$ cat config.mk
export PLATFORM = sky130hd
export DESIGN_NAME = ring_buffer_deque_flat
export DESIGN_NICKNAME = d
export VERILOG_FILES = /design/src/rbd_pkg.sv /design/src/rbd_if.sv /design/src/rbd_ctrl.sv /design/src/rbd_dp.sv /design/src/ring_buffer_deque.sv /design/src/flat_wrapper.sv
export SDC_FILE = /design/constraint.sdc
export NUM_CORES = 1
export LEC_CHECK = 0
export ABC_AREA = 1
export ABC_CLOCK_PERIOD_IN_PS = 4019
export BUFFER_PORTS_ARGS = -buffer_cell sky130_fd_sc_hd__buf_4
export CAP_MARGIN = 25
export CORE_MARGIN = 2
export CORE_UTILIZATION = 45
export DETAILED_ROUTE_END_ITERATION = 12
export SLEW_MARGIN = 20
export SYNTH_ARGS = -nofsm -noshare
export SYNTH_HDL_FRONTEND = slang
export SYNTH_SLANG_ARGS = --single-unit
$ cat constraint.sdc
create_clock -name clk -period 4.02 [get_ports clk]
set_clock_uncertainty 0.05 [all_clocks]
set_input_delay 0.804 -clock clk [delete_from_list [all_inputs] [get_ports clk]]
set_output_delay 0.804 -clock clk [all_outputs]
set_load 0.01 [all_outputs]
$ cat src/rbd_pkg.sv
package rbd_pkg;

  localparam int DEPTH_DEF      = 16;
  localparam int DATA_WIDTH_DEF = 32;

  localparam int FUNC_W   = 3;
  localparam int DATA_W   = 32;
  localparam int POS_W    = 6;
  localparam int STATUS_W = 2;
  localparam int FILL_W   = 5;

  localparam logic [FUNC_W-1:0] FN_PUSH_FRONT = 3'd0;
  localparam logic [FUNC_W-1:0] FN_PUSH_BACK  = 3'd1;
  localparam logic [FUNC_W-1:0] FN_POP_FRONT  = 3'd2;
  localparam logic [FUNC_W-1:0] FN_POP_BACK   = 3'd3;
  localparam logic [FUNC_W-1:0] FN_READ       = 3'd4;
  localparam logic [FUNC_W-1:0] FN_SET        = 3'd5;

  localparam logic [STATUS_W-1:0] ST_OK     = 2'd0;
  localparam logic [STATUS_W-1:0] ST_EMPTY  = 2'd1;
  localparam logic [STATUS_W-1:0] ST_FULL   = 2'd2;
  localparam logic [STATUS_W-1:0] ST_BADIDX = 2'd3;

  localparam logic signed [POS_W-1:0] POS_FRONT = -6'sd1;

  typedef struct packed {
    logic load_cmd;
    logic exec;
    logic load_out;
  } rbd_cmd_t;

  typedef struct packed {
    logic empty;
    logic full;
  } rbd_stat_t;

endpackage

$ cat src/rbd_if.sv
interface rbd_in_if;
  logic                                  valid;
  logic                                  ready;
  logic [rbd_pkg::FUNC_W-1:0]            func;
  logic [rbd_pkg::DATA_W-1:0]            data_in;
  logic signed [rbd_pkg::POS_W-1:0]      position;

  modport source (output valid, func, data_in, position, input ready);
  modport sink   (input valid, func, data_in, position, output ready);
endinterface

interface rbd_out_if;
  logic                                  valid;
  logic                                  ready;
  logic [rbd_pkg::DATA_W-1:0]            data_out;
  logic [rbd_pkg::STATUS_W-1:0]          status;
  logic [rbd_pkg::FILL_W-1:0]            fill_level;

  modport source (output valid, data_out, status, fill_level, input ready);
  modport sink   (input valid, data_out, status, fill_level, output ready);
endinterface

$ cat src/rbd_ctrl.sv
module rbd_ctrl (
  input  logic              clk,
  input  logic              rst_n,
  input  logic              in_valid,
  output logic              in_ready,
  output logic              out_valid,
  input  logic              out_ready,
  output rbd_pkg::rbd_cmd_t cmd
);

  typedef enum logic [1:0] {
    S_IDLE,
    S_EXEC,
    S_RESP
  } state_t;

  state_t state_r;
  state_t state_nxt;
  logic   out_valid_r;
  logic   out_valid_nxt;

  always_comb begin
    cmd.load_cmd = in_valid && (state_r == S_IDLE);
    cmd.exec     = (state_r == S_EXEC);
    cmd.load_out = (state_r == S_RESP) && (!out_valid_r || out_ready);

    state_nxt = state_r;
    case (state_r)
      S_IDLE: begin
        if (cmd.load_cmd) state_nxt = S_EXEC;
      end
      S_EXEC: begin
        state_nxt = S_RESP;
      end
      S_RESP: begin
        if (cmd.load_out) state_nxt = S_IDLE;
      end
      default: begin
        state_nxt = S_IDLE;
      end
    endcase

    out_valid_nxt = out_valid_r;
    if (cmd.load_out) begin
      out_valid_nxt = 1'b1;
    end else if (out_ready) begin
      out_valid_nxt = 1'b0;
    end
  end

  always_ff @(posedge clk) begin
    if (!rst_n) begin
      state_r     <= S_IDLE;
      out_valid_r <= 1'b0;
    end else begin
      state_r     <= state_nxt;
      out_valid_r <= out_valid_nxt;
    end
  end

  assign in_ready  = (state_r == S_IDLE);
  assign out_valid = out_valid_r;

endmodule

$ cat src/rbd_dp.sv
module rbd_dp #(
  parameter int DEPTH      = rbd_pkg::DEPTH_DEF,
  parameter int DATA_WIDTH = rbd_pkg::DATA_WIDTH_DEF
) (
  input  logic                              clk,
  input  logic                              rst_n,
  input  rbd_pkg::rbd_cmd_t                 cmd,
  input  logic [rbd_pkg::FUNC_W-1:0]        func,
  input  logic [rbd_pkg::DATA_W-1:0]        data_in,
  input  logic signed [rbd_pkg::POS_W-1:0]  position,
  output logic [rbd_pkg::DATA_W-1:0]        data_out,
  output logic [rbd_pkg::STATUS_W-1:0]      status,
  output logic [rbd_pkg::FILL_W-1:0]        fill_level,
  output rbd_pkg::rbd_stat_t                stat
);

  localparam int PW = (DEPTH > 1) ? $clog2(DEPTH) : 1;
  localparam int CW = $clog2(DEPTH + 1);
  localparam int WW = CW + rbd_pkg::POS_W + 1;

  logic [rbd_pkg::FUNC_W-1:0]       func_r;
  logic [DATA_WIDTH-1:0]            data_r;
  logic signed [rbd_pkg::POS_W-1:0] pos_r;

  logic [PW-1:0] head_r, head_nxt;
  logic [PW-1:0] tail_r, tail_nxt;
  logic [CW-1:0] count_r, count_nxt;

  logic [DATA_WIDTH-1:0] mem [DEPTH];
  logic [DATA_WIDTH-1:0] rd_data_r;
  logic                  want_r, want_nxt;
  logic [rbd_pkg::STATUS_W-1:0] st_pend_r, st_nxt;

  logic [rbd_pkg::DATA_W-1:0]   data_out_r;
  logic [rbd_pkg::STATUS_W-1:0] status_r;
  logic [rbd_pkg::FILL_W-1:0]   fill_r;

  logic          full, empty;
  logic          pos_front, in_range, at_count;
  logic [WW-1:0] pos_w, count_w, sum_w;
  logic [PW-1:0] slot, head_prev, head_next, tail_prev, tail_next;
  logic [PW-1:0] addr;
  logic          we;
  logic          do_pf, do_pb, do_popf, do_popb, do_rd, do_rep;

  function automatic logic [PW-1:0] ring_next(input logic [PW-1:0] p);
    return (p == PW'(DEPTH - 1)) ? '0 : p + 1'b1;
  endfunction

  function automatic logic [PW-1:0] ring_prev(input logic [PW-1:0] p);
    return (p == '0) ? PW'(DEPTH - 1) : p - 1'b1;
  endfunction

  always_comb begin
    full      = (count_r == CW'(DEPTH));
    empty     = (count_r == '0);
    pos_front = (pos_r == rbd_pkg::POS_FRONT);
    pos_w     = WW'(pos_r[rbd_pkg::POS_W-1:0]);
    count_w   = WW'(count_r);
    in_range  = !pos_r[rbd_pkg::POS_W-1] && (pos_w < count_w);
    at_count  = !pos_r[rbd_pkg::POS_W-1] && (pos_w == count_w);
    sum_w     = WW'(head_r) + pos_w;
    if (sum_w >= WW'(DEPTH)) sum_w = sum_w - WW'(DEPTH);
    slot      = sum_w[PW-1:0];
    head_prev = ring_prev(head_r);
    head_next = ring_next(head_r);
    tail_prev = ring_prev(tail_r);
    tail_next = ring_next(tail_r);

    do_pf   = 1'b0;
    do_pb   = 1'b0;
    do_popf = 1'b0;
    do_popb = 1'b0;
    do_rd   = 1'b0;
    do_rep  = 1'b0;
    st_nxt  = rbd_pkg::ST_OK;
    case (func_r)
      rbd_pkg::FN_PUSH_FRONT: begin
        if (full) st_nxt = rbd_pkg::ST_FULL;
        else do_pf = 1'b1;
      end
      rbd_pkg::FN_PUSH_BACK: begin
        if (full) st_nxt = rbd_pkg::ST_FULL;
        else do_pb = 1'b1;
      end
      rbd_pkg::FN_POP_FRONT: begin
        if (empty) st_nxt = rbd_pkg::ST_EMPTY;
        else do_popf = 1'b1;
      end
      rbd_pkg::FN_POP_BACK: begin
        if (empty) st_nxt = rbd_pkg::ST_EMPTY;
        else do_popb = 1'b1;
      end
      rbd_pkg::FN_READ: begin
        if (in_range) do_rd = 1'b1;
        else st_nxt = rbd_pkg::ST_BADIDX;
      end
      rbd_pkg::FN_SET: begin
        if (pos_front) begin
          if (full) st_nxt = rbd_pkg::ST_FULL;
          else do_pf = 1'b1;
        end else if (at_count) begin
          if (full) st_nxt = rbd_pkg::ST_FULL;
          else do_pb = 1'b1;
        end else if (in_range) begin
          do_rep = 1'b1;
        end else begin
          st_nxt = rbd_pkg::ST_BADIDX;
        end
      end
      default: begin
        st_nxt = rbd_pkg::ST_BADIDX;
      end
    endcase

    if (do_pf)        addr = head_prev;
    else if (do_pb)   addr = tail_r;
    else if (do_popf) addr = head_r;
    else if (do_popb) addr = tail_prev;
    else              addr = slot;
    we       = do_pf || do_pb || do_rep;
    want_nxt = do_popf || do_popb || do_rd || do_rep;

    head_nxt  = head_r;
    tail_nxt  = tail_r;
    count_nxt = count_r;
    if (do_pf) begin
      head_nxt  = head_prev;
      count_nxt = count_r + 1'b1;
    end
    if (do_pb) begin
      tail_nxt  = tail_next;
      count_nxt = count_r + 1'b1;
    end
    if (do_popf) begin
      head_nxt  = head_next;
      count_nxt = count_r - 1'b1;
    end
    if (do_popb) begin
      tail_nxt  = tail_prev;
      count_nxt = count_r - 1'b1;
    end
  end

  always_ff @(posedge clk) begin
    if (!rst_n) begin
      head_r  <= '0;
      tail_r  <= '0;
      count_r <= '0;
    end else if (cmd.exec) begin
      head_r  <= head_nxt;
      tail_r  <= tail_nxt;
      count_r <= count_nxt;
    end
  end

  always_ff @(posedge clk) begin
    if (cmd.load_cmd) begin
      func_r <= func;
      data_r <= DATA_WIDTH'(data_in);
      pos_r  <= position;
    end
    if (cmd.exec) begin
      want_r    <= want_nxt;
      st_pend_r <= st_nxt;
    end
    if (cmd.load_out) begin
      data_out_r <= want_r ? rbd_pkg::DATA_W'(rd_data_r) : '0;
      status_r   <= st_pend_r;
      fill_r     <= rbd_pkg::FILL_W'(count_r);
    end
  end

  always_ff @(posedge clk) begin
    if (cmd.exec) begin
      rd_data_r <= mem[addr];
      if (we) mem[addr] <= data_r;
    end
  end

  assign data_out   = data_out_r;
  assign status     = status_r;
  assign fill_level = fill_r;
  assign stat.empty = empty;
  assign stat.full  = full;

endmodule

$ cat src/ring_buffer_deque.sv
// Double-ended queue of DEPTH entries in a ring of single-port memory slots.
// Each command (push or pop at either end, read or set at a logical index)
// gives one result with a status and the fill level after the command. A
// command is taken while idle, uses the memory port in the execute state,
// and its registered read data reaches the output register in the response
// state, which stalls while an older result waits; only then is a new command
// taken. The result sits in an output register, so the next command is taken
// while the result waits. A push to a full queue is dropped with status full.
module ring_buffer_deque #(
  parameter int DEPTH      = rbd_pkg::DEPTH_DEF,
  parameter int DATA_WIDTH = rbd_pkg::DATA_WIDTH_DEF
) (
  input  logic      clk,
  input  logic      rst_n,
  rbd_in_if.sink    in_ch,
  rbd_out_if.source out_ch
);

  rbd_pkg::rbd_cmd_t  cmd;
  rbd_pkg::rbd_stat_t stat;

  rbd_ctrl u_ctrl (
    .clk       (clk),
    .rst_n     (rst_n),
    .in_valid  (in_ch.valid),
    .in_ready  (in_ch.ready),
    .out_valid (out_ch.valid),
    .out_ready (out_ch.ready),
    .cmd       (cmd)
  );

  rbd_dp #(
    .DEPTH      (DEPTH),
    .DATA_WIDTH (DATA_WIDTH)
  ) u_dp (
    .clk        (clk),
    .rst_n      (rst_n),
    .cmd        (cmd),
    .func       (in_ch.func),
    .data_in    (in_ch.data_in),
    .position   (in_ch.position),
    .data_out   (out_ch.data_out),
    .status     (out_ch.status),
    .fill_level (out_ch.fill_level),
    .stat       (stat)
  );

  a_busy_after_accept: assert property (@(posedge clk) disable iff (!rst_n)
    in_ch.valid && in_ch.ready |=> !in_ch.ready)
    else $error("command taken while previous one in flight");

  a_full_level: assert property (@(posedge clk) disable iff (!rst_n)
    out_ch.valid && out_ch.status == rbd_pkg::ST_FULL
      |-> out_ch.fill_level == rbd_pkg::FILL_W'(DEPTH))
    else $error("full status with queue not full");

  a_empty_level: assert property (@(posedge clk) disable iff (!rst_n)
    out_ch.valid && out_ch.status == rbd_pkg::ST_EMPTY |-> out_ch.fill_level == '0)
    else $error("empty status with entries held");

  a_full_empty: assert property (@(posedge clk) disable iff (!rst_n)
    !(stat.full && stat.empty))
    else $error("queue both full and empty");

endmodule
$ cat src/flat_wrapper.sv
// flat-port wrapper written by rule: the top's interface ports become plain ports
module ring_buffer_deque_flat 
#(
  parameter int DEPTH      = rbd_pkg::DEPTH_DEF,
  parameter int DATA_WIDTH = rbd_pkg::DATA_WIDTH_DEF
)
  (clk, rst_n, in_ch_valid, in_ch_func, in_ch_data_in, in_ch_position, in_ch_ready, out_ch_valid, out_ch_data_out, out_ch_status, out_ch_fill_level, out_ch_ready);
  rbd_in_if in_ch_i ();
  rbd_out_if out_ch_i ();
  input  logic clk;
  input  logic rst_n;
  input wire logic [$bits(in_ch_i.valid)-1:0] in_ch_valid;
  input wire logic [$bits(in_ch_i.func)-1:0] in_ch_func;
  input wire logic [$bits(in_ch_i.data_in)-1:0] in_ch_data_in;
  input wire logic [$bits(in_ch_i.position)-1:0] in_ch_position;
  output wire logic [$bits(in_ch_i.ready)-1:0] in_ch_ready;
  output wire logic [$bits(out_ch_i.valid)-1:0] out_ch_valid;
  output wire logic [$bits(out_ch_i.data_out)-1:0] out_ch_data_out;
  output wire logic [$bits(out_ch_i.status)-1:0] out_ch_status;
  output wire logic [$bits(out_ch_i.fill_level)-1:0] out_ch_fill_level;
  input wire logic [$bits(out_ch_i.ready)-1:0] out_ch_ready;
  assign in_ch_i.valid = in_ch_valid;
  assign in_ch_i.func = in_ch_func;
  assign in_ch_i.data_in = in_ch_data_in;
  assign in_ch_i.position = in_ch_position;
  assign in_ch_ready = in_ch_i.ready;
  assign out_ch_valid = out_ch_i.valid;
  assign out_ch_data_out = out_ch_i.data_out;
  assign out_ch_status = out_ch_i.status;
  assign out_ch_fill_level = out_ch_i.fill_level;
  assign out_ch_i.ready = out_ch_ready;
  ring_buffer_deque #(.DEPTH(DEPTH), .DATA_WIDTH(DATA_WIDTH)) u_core (.clk(clk), .rst_n(rst_n), .in_ch(in_ch_i), .out_ch(out_ch_i));
endmodule
==> metrics.yaml <==
grt_antenna_before_repair: 0
cpMostUsedCell: "nand2_1"
cts_buffers: 69
grt_pass1_wl_um: 103700
slew_headroom_pct: 38.96
grt_pass1_vias: 17736
cp-start-kind: "flop"
vias: 18013
first_pass_iters: 7
end_kind: "flop"
tightestPinTransition_ns: 0.9157
route.detailed.drc: 0
yosysMostFrequentCell: "nand2_1"
hold_path.class: "primary input to flop"
p_int_mw: 11.61
yosysTopAreaCell: "edfxtp_1"
synth_warnings: 0
arrival_ns: 3.77
critPathSlowestCell: "buf_12"
place.gp.congestion: 0.8514
path_cells: "ha_1, nand2_1, inv_1, nand2_1, nor2_1, nand3_1, nand2_1, inv_1, nand3_1, nand2_8, nand2_8, buf_12, nand2_1, nand2_1, nand2_1, nand2_1, nand2_1, nand2_1, inv_1, nand2_1"
final_util_pct: 51.56
synth_edf_count: 627
syn_area_um2: 27280
cts.sinks: 643
finalCritPeriodShare_pct: 83.61
crit_type: "flop to flop"
crit_buf_inv: 4
routed_wl_um: 66810
status: "complete, no violations"
rsz0062_at_grt: "false"
whs_path_depth: 1
drive_above_1_share_pct: 9.978
ys_seq_elements: 643
synthArstFlopShare_pct: 0
tns_ns: 0
crit_cells: 20
overflow: 0
ys.flop_type: "edfxtp_1"
synth-seq-area-share_pct: 70.20
cts_resized: 0
cts_root_buffer: "clkbuf_16"
die-height_um: 250.2
avgViaCountPerCell: 5.209
setup_viol: 0
power_frac_seq_pct: 49.8
swShare_pct: 24.16
required_ns: 4.43
row_count: 90
wl_per_cell_um: 19.32
place_hpwl_um: 35220
syn_avg_cell_area_um2: 10.72
core_area_um2: 60130
max_stage_delay_ns: 0.51
die_width_um: 250.2
layout.nets: 2686
syn_inst: 2544
postRouteAntennaNets: 0
cts_tree: "done"
ir_worst_vdd_mv: 0.2923
cts_setup_buffers: 0
clkLatencyLatePin_ns: 0.61
synthDistinctLibCells: 37
holdBufCountCts: 0
h-tree-depth: 3
initial_core_util_pct: 45.36
syn-num-nets: 2605
crit_family: "simple AND/OR/NAND/NOR gates"
synthTopCellsByArea: "edfxtp_1 (69%), nand2_1 (17%), nand3_1 (5.0%)"
io_pins: 86
finalHoldViolCount: 0
fill_cells: 5301
maxSlewViolCount: 0
clkTransAtPathRegs_ns: 0.06
netSwitchingPower_mw: 3.701
maxCapViolCount: 0
grt_max_degree: 139
drt_iter0_markers: 1805
fmax_ghz: 0.2975
power_density_nw_per_um2: 493.9
layout_min_cycle_time_ns: 3.361
clockBufferDepth: 3
port_buffers: 85
crit_fanout: 138
area_growth_pct: 13.66
leakagePower_nw: 12.84
synth_common_cells: "nand2_1 (1205), edfxtp_1 (627), nand3_1 (275)"
r2r_cells: 20
gr-usage-all-layers_pct: 21.68
die_area_um2: 62610
p_clk_share_pct: 40.5
yosys.area.top_type_share_pct: 69.02
antenna_cells: 0
combinationalPowerShare_pct: 9.7
[power by group through the flow]
stage	clock network (mW)	logic [mW]	registers, mW
after floorplan	0	1.08	7.72
after global placement	0	1.48	7.76
after detailed placement	0	1.49	7.77
after CTS	6.33	1.50	7.63
after global routing	6.59	1.69	7.64
final	6.20	1.49	7.62
[worst reg2reg max path, stage by stage, from the launching register on]
cell	delay (ns)
edfxtp_1	0.47
ha_1	0.34
nand2_1	0.06
inv_1	0.05
nand2_1	0.05
nor2_1	0.17
nand3_1	0.10
nand2_1	0.21
inv_1	0.11
nand3_1	0.19
nand2_8	0.10
nand2_8	0.12
buf_12	0.51
nand2_1	0.19
nand2_1	0.09
nand2_1	0.05
nand2_1	0.10
nand2_1	0.05
nand2_1	0.09
inv_1	0.04
nand2_1	0.07
[area by class of cell]
cell class | instances | area (um^2) | share of cell area [%]
flip-flops and latches | 643 | 19150 | 61.76
multi-input cells | 1625 | 6980 | 22.51
clock buffers | 89 | 1844 | 5.948
repair buffers | 140 | 1176 | 3.793
well taps | 782 | 978.4 | 3.156
inverters | 146 | 550.5 | 1.776
clock inverters | 33 | 327.8 | 1.057
[cell families (layout without fill, tap and decap cells)]
logic type / after synthesis / after routing / synth area share [%]
AND/OR/NAND/NOR: 1541 / 1541 / 22.70
flip-flops: 643 / 643 / 70.20
buffers and inverters: 276 / 408 / 4.912
AO/OA/AOI/OAI: 61 / 61 / 1.206
adder cells (fa/ha/maj): 16 / 16 / 0.7614
XOR/XNOR: 7 / 7 / 0.2248
[state kept, by name, indices dropped and copies added, names as in the netlist, 2 cells and up]
register and cells:
u_core.u_dp.count_r 5, u_core.u_dp.mem 512, u_core.u_dp.data_r 32, u_core.u_dp.data_out 32, u_core.u_dp.head_r 4, u_core.u_dp.rd_data_r 32
u_core.u_dp.tail_r 4, u_core.u_dp.pos_r 6, u_core.u_dp.status 2, u_core.u_dp.fill_level 5, u_core.u_ctrl.state_r 2, u_core.u_dp.func_r 3
u_core.u_dp.st_pend_r 2
[final timing paths]
| kind | from | to | slack (ns) |
|---|---|---|---|
| setup / recovery | u_core.u_dp.pos_r[1] | u_core.u_dp.rd_data_r[21] | 0.66 |
| hold / removal | in_ch_data_in[7] | u_core.u_dp.data_r[7] | 0.33 |
| hold reg to reg | u_core.u_dp.st_pend_r[0] | u_core.u_dp.status[0] | 0.37 |
| setup reg to reg | u_core.u_dp.pos_r[1] | u_core.u_dp.rd_data_r[21] | 0.66 |
[per-layer routing]
| layer | wire, um | share of wire [%] | GRT usage [%] |
|---|---|---|---|
| met5 | 0 | 0 | 0 |
| met4 | 1635 | 2.4 | 6.347 |
| met3 | 3933 | 5.9 | 3.606 |
| met2 | 31830 | 48 | 35.95 |
| met1 | 29410 | 44 | 29.53 |
[placed cells by master (no fill, tap or decap), drive strengths merged, types with 22 or more instances in the layout]
cell and instances:
inv 147, a21oi 22, clkinv 24, nand3 277, buf 140, nor2 39
edfxtp 627, clkbuf 89, o21ai 28, nand2 1210
[stage by stage]
step / instances / hold slack, ns / setup slack, ns / total power, mW / area, um^2
after floorplan: 2544 / 0.3503 / 0.05594 / 8.800 / 27290
after global routing: 3458 / 0.2930 / 0.2690 / 15.91 / 31010
after detailed placement: 3336 / 0.3580 / 0.6738 / 9.259 / 28830
after global placement: 3336 / 0.3545 / 0.6972 / 9.239 / 28830
after CTS: 3458 / 0.2917 / 0.6416 / 15.45 / 31010
final: 3458 / 0.3257 / 0.6590 / 15.31 / 31010
(Power assumes the default switching activity.)
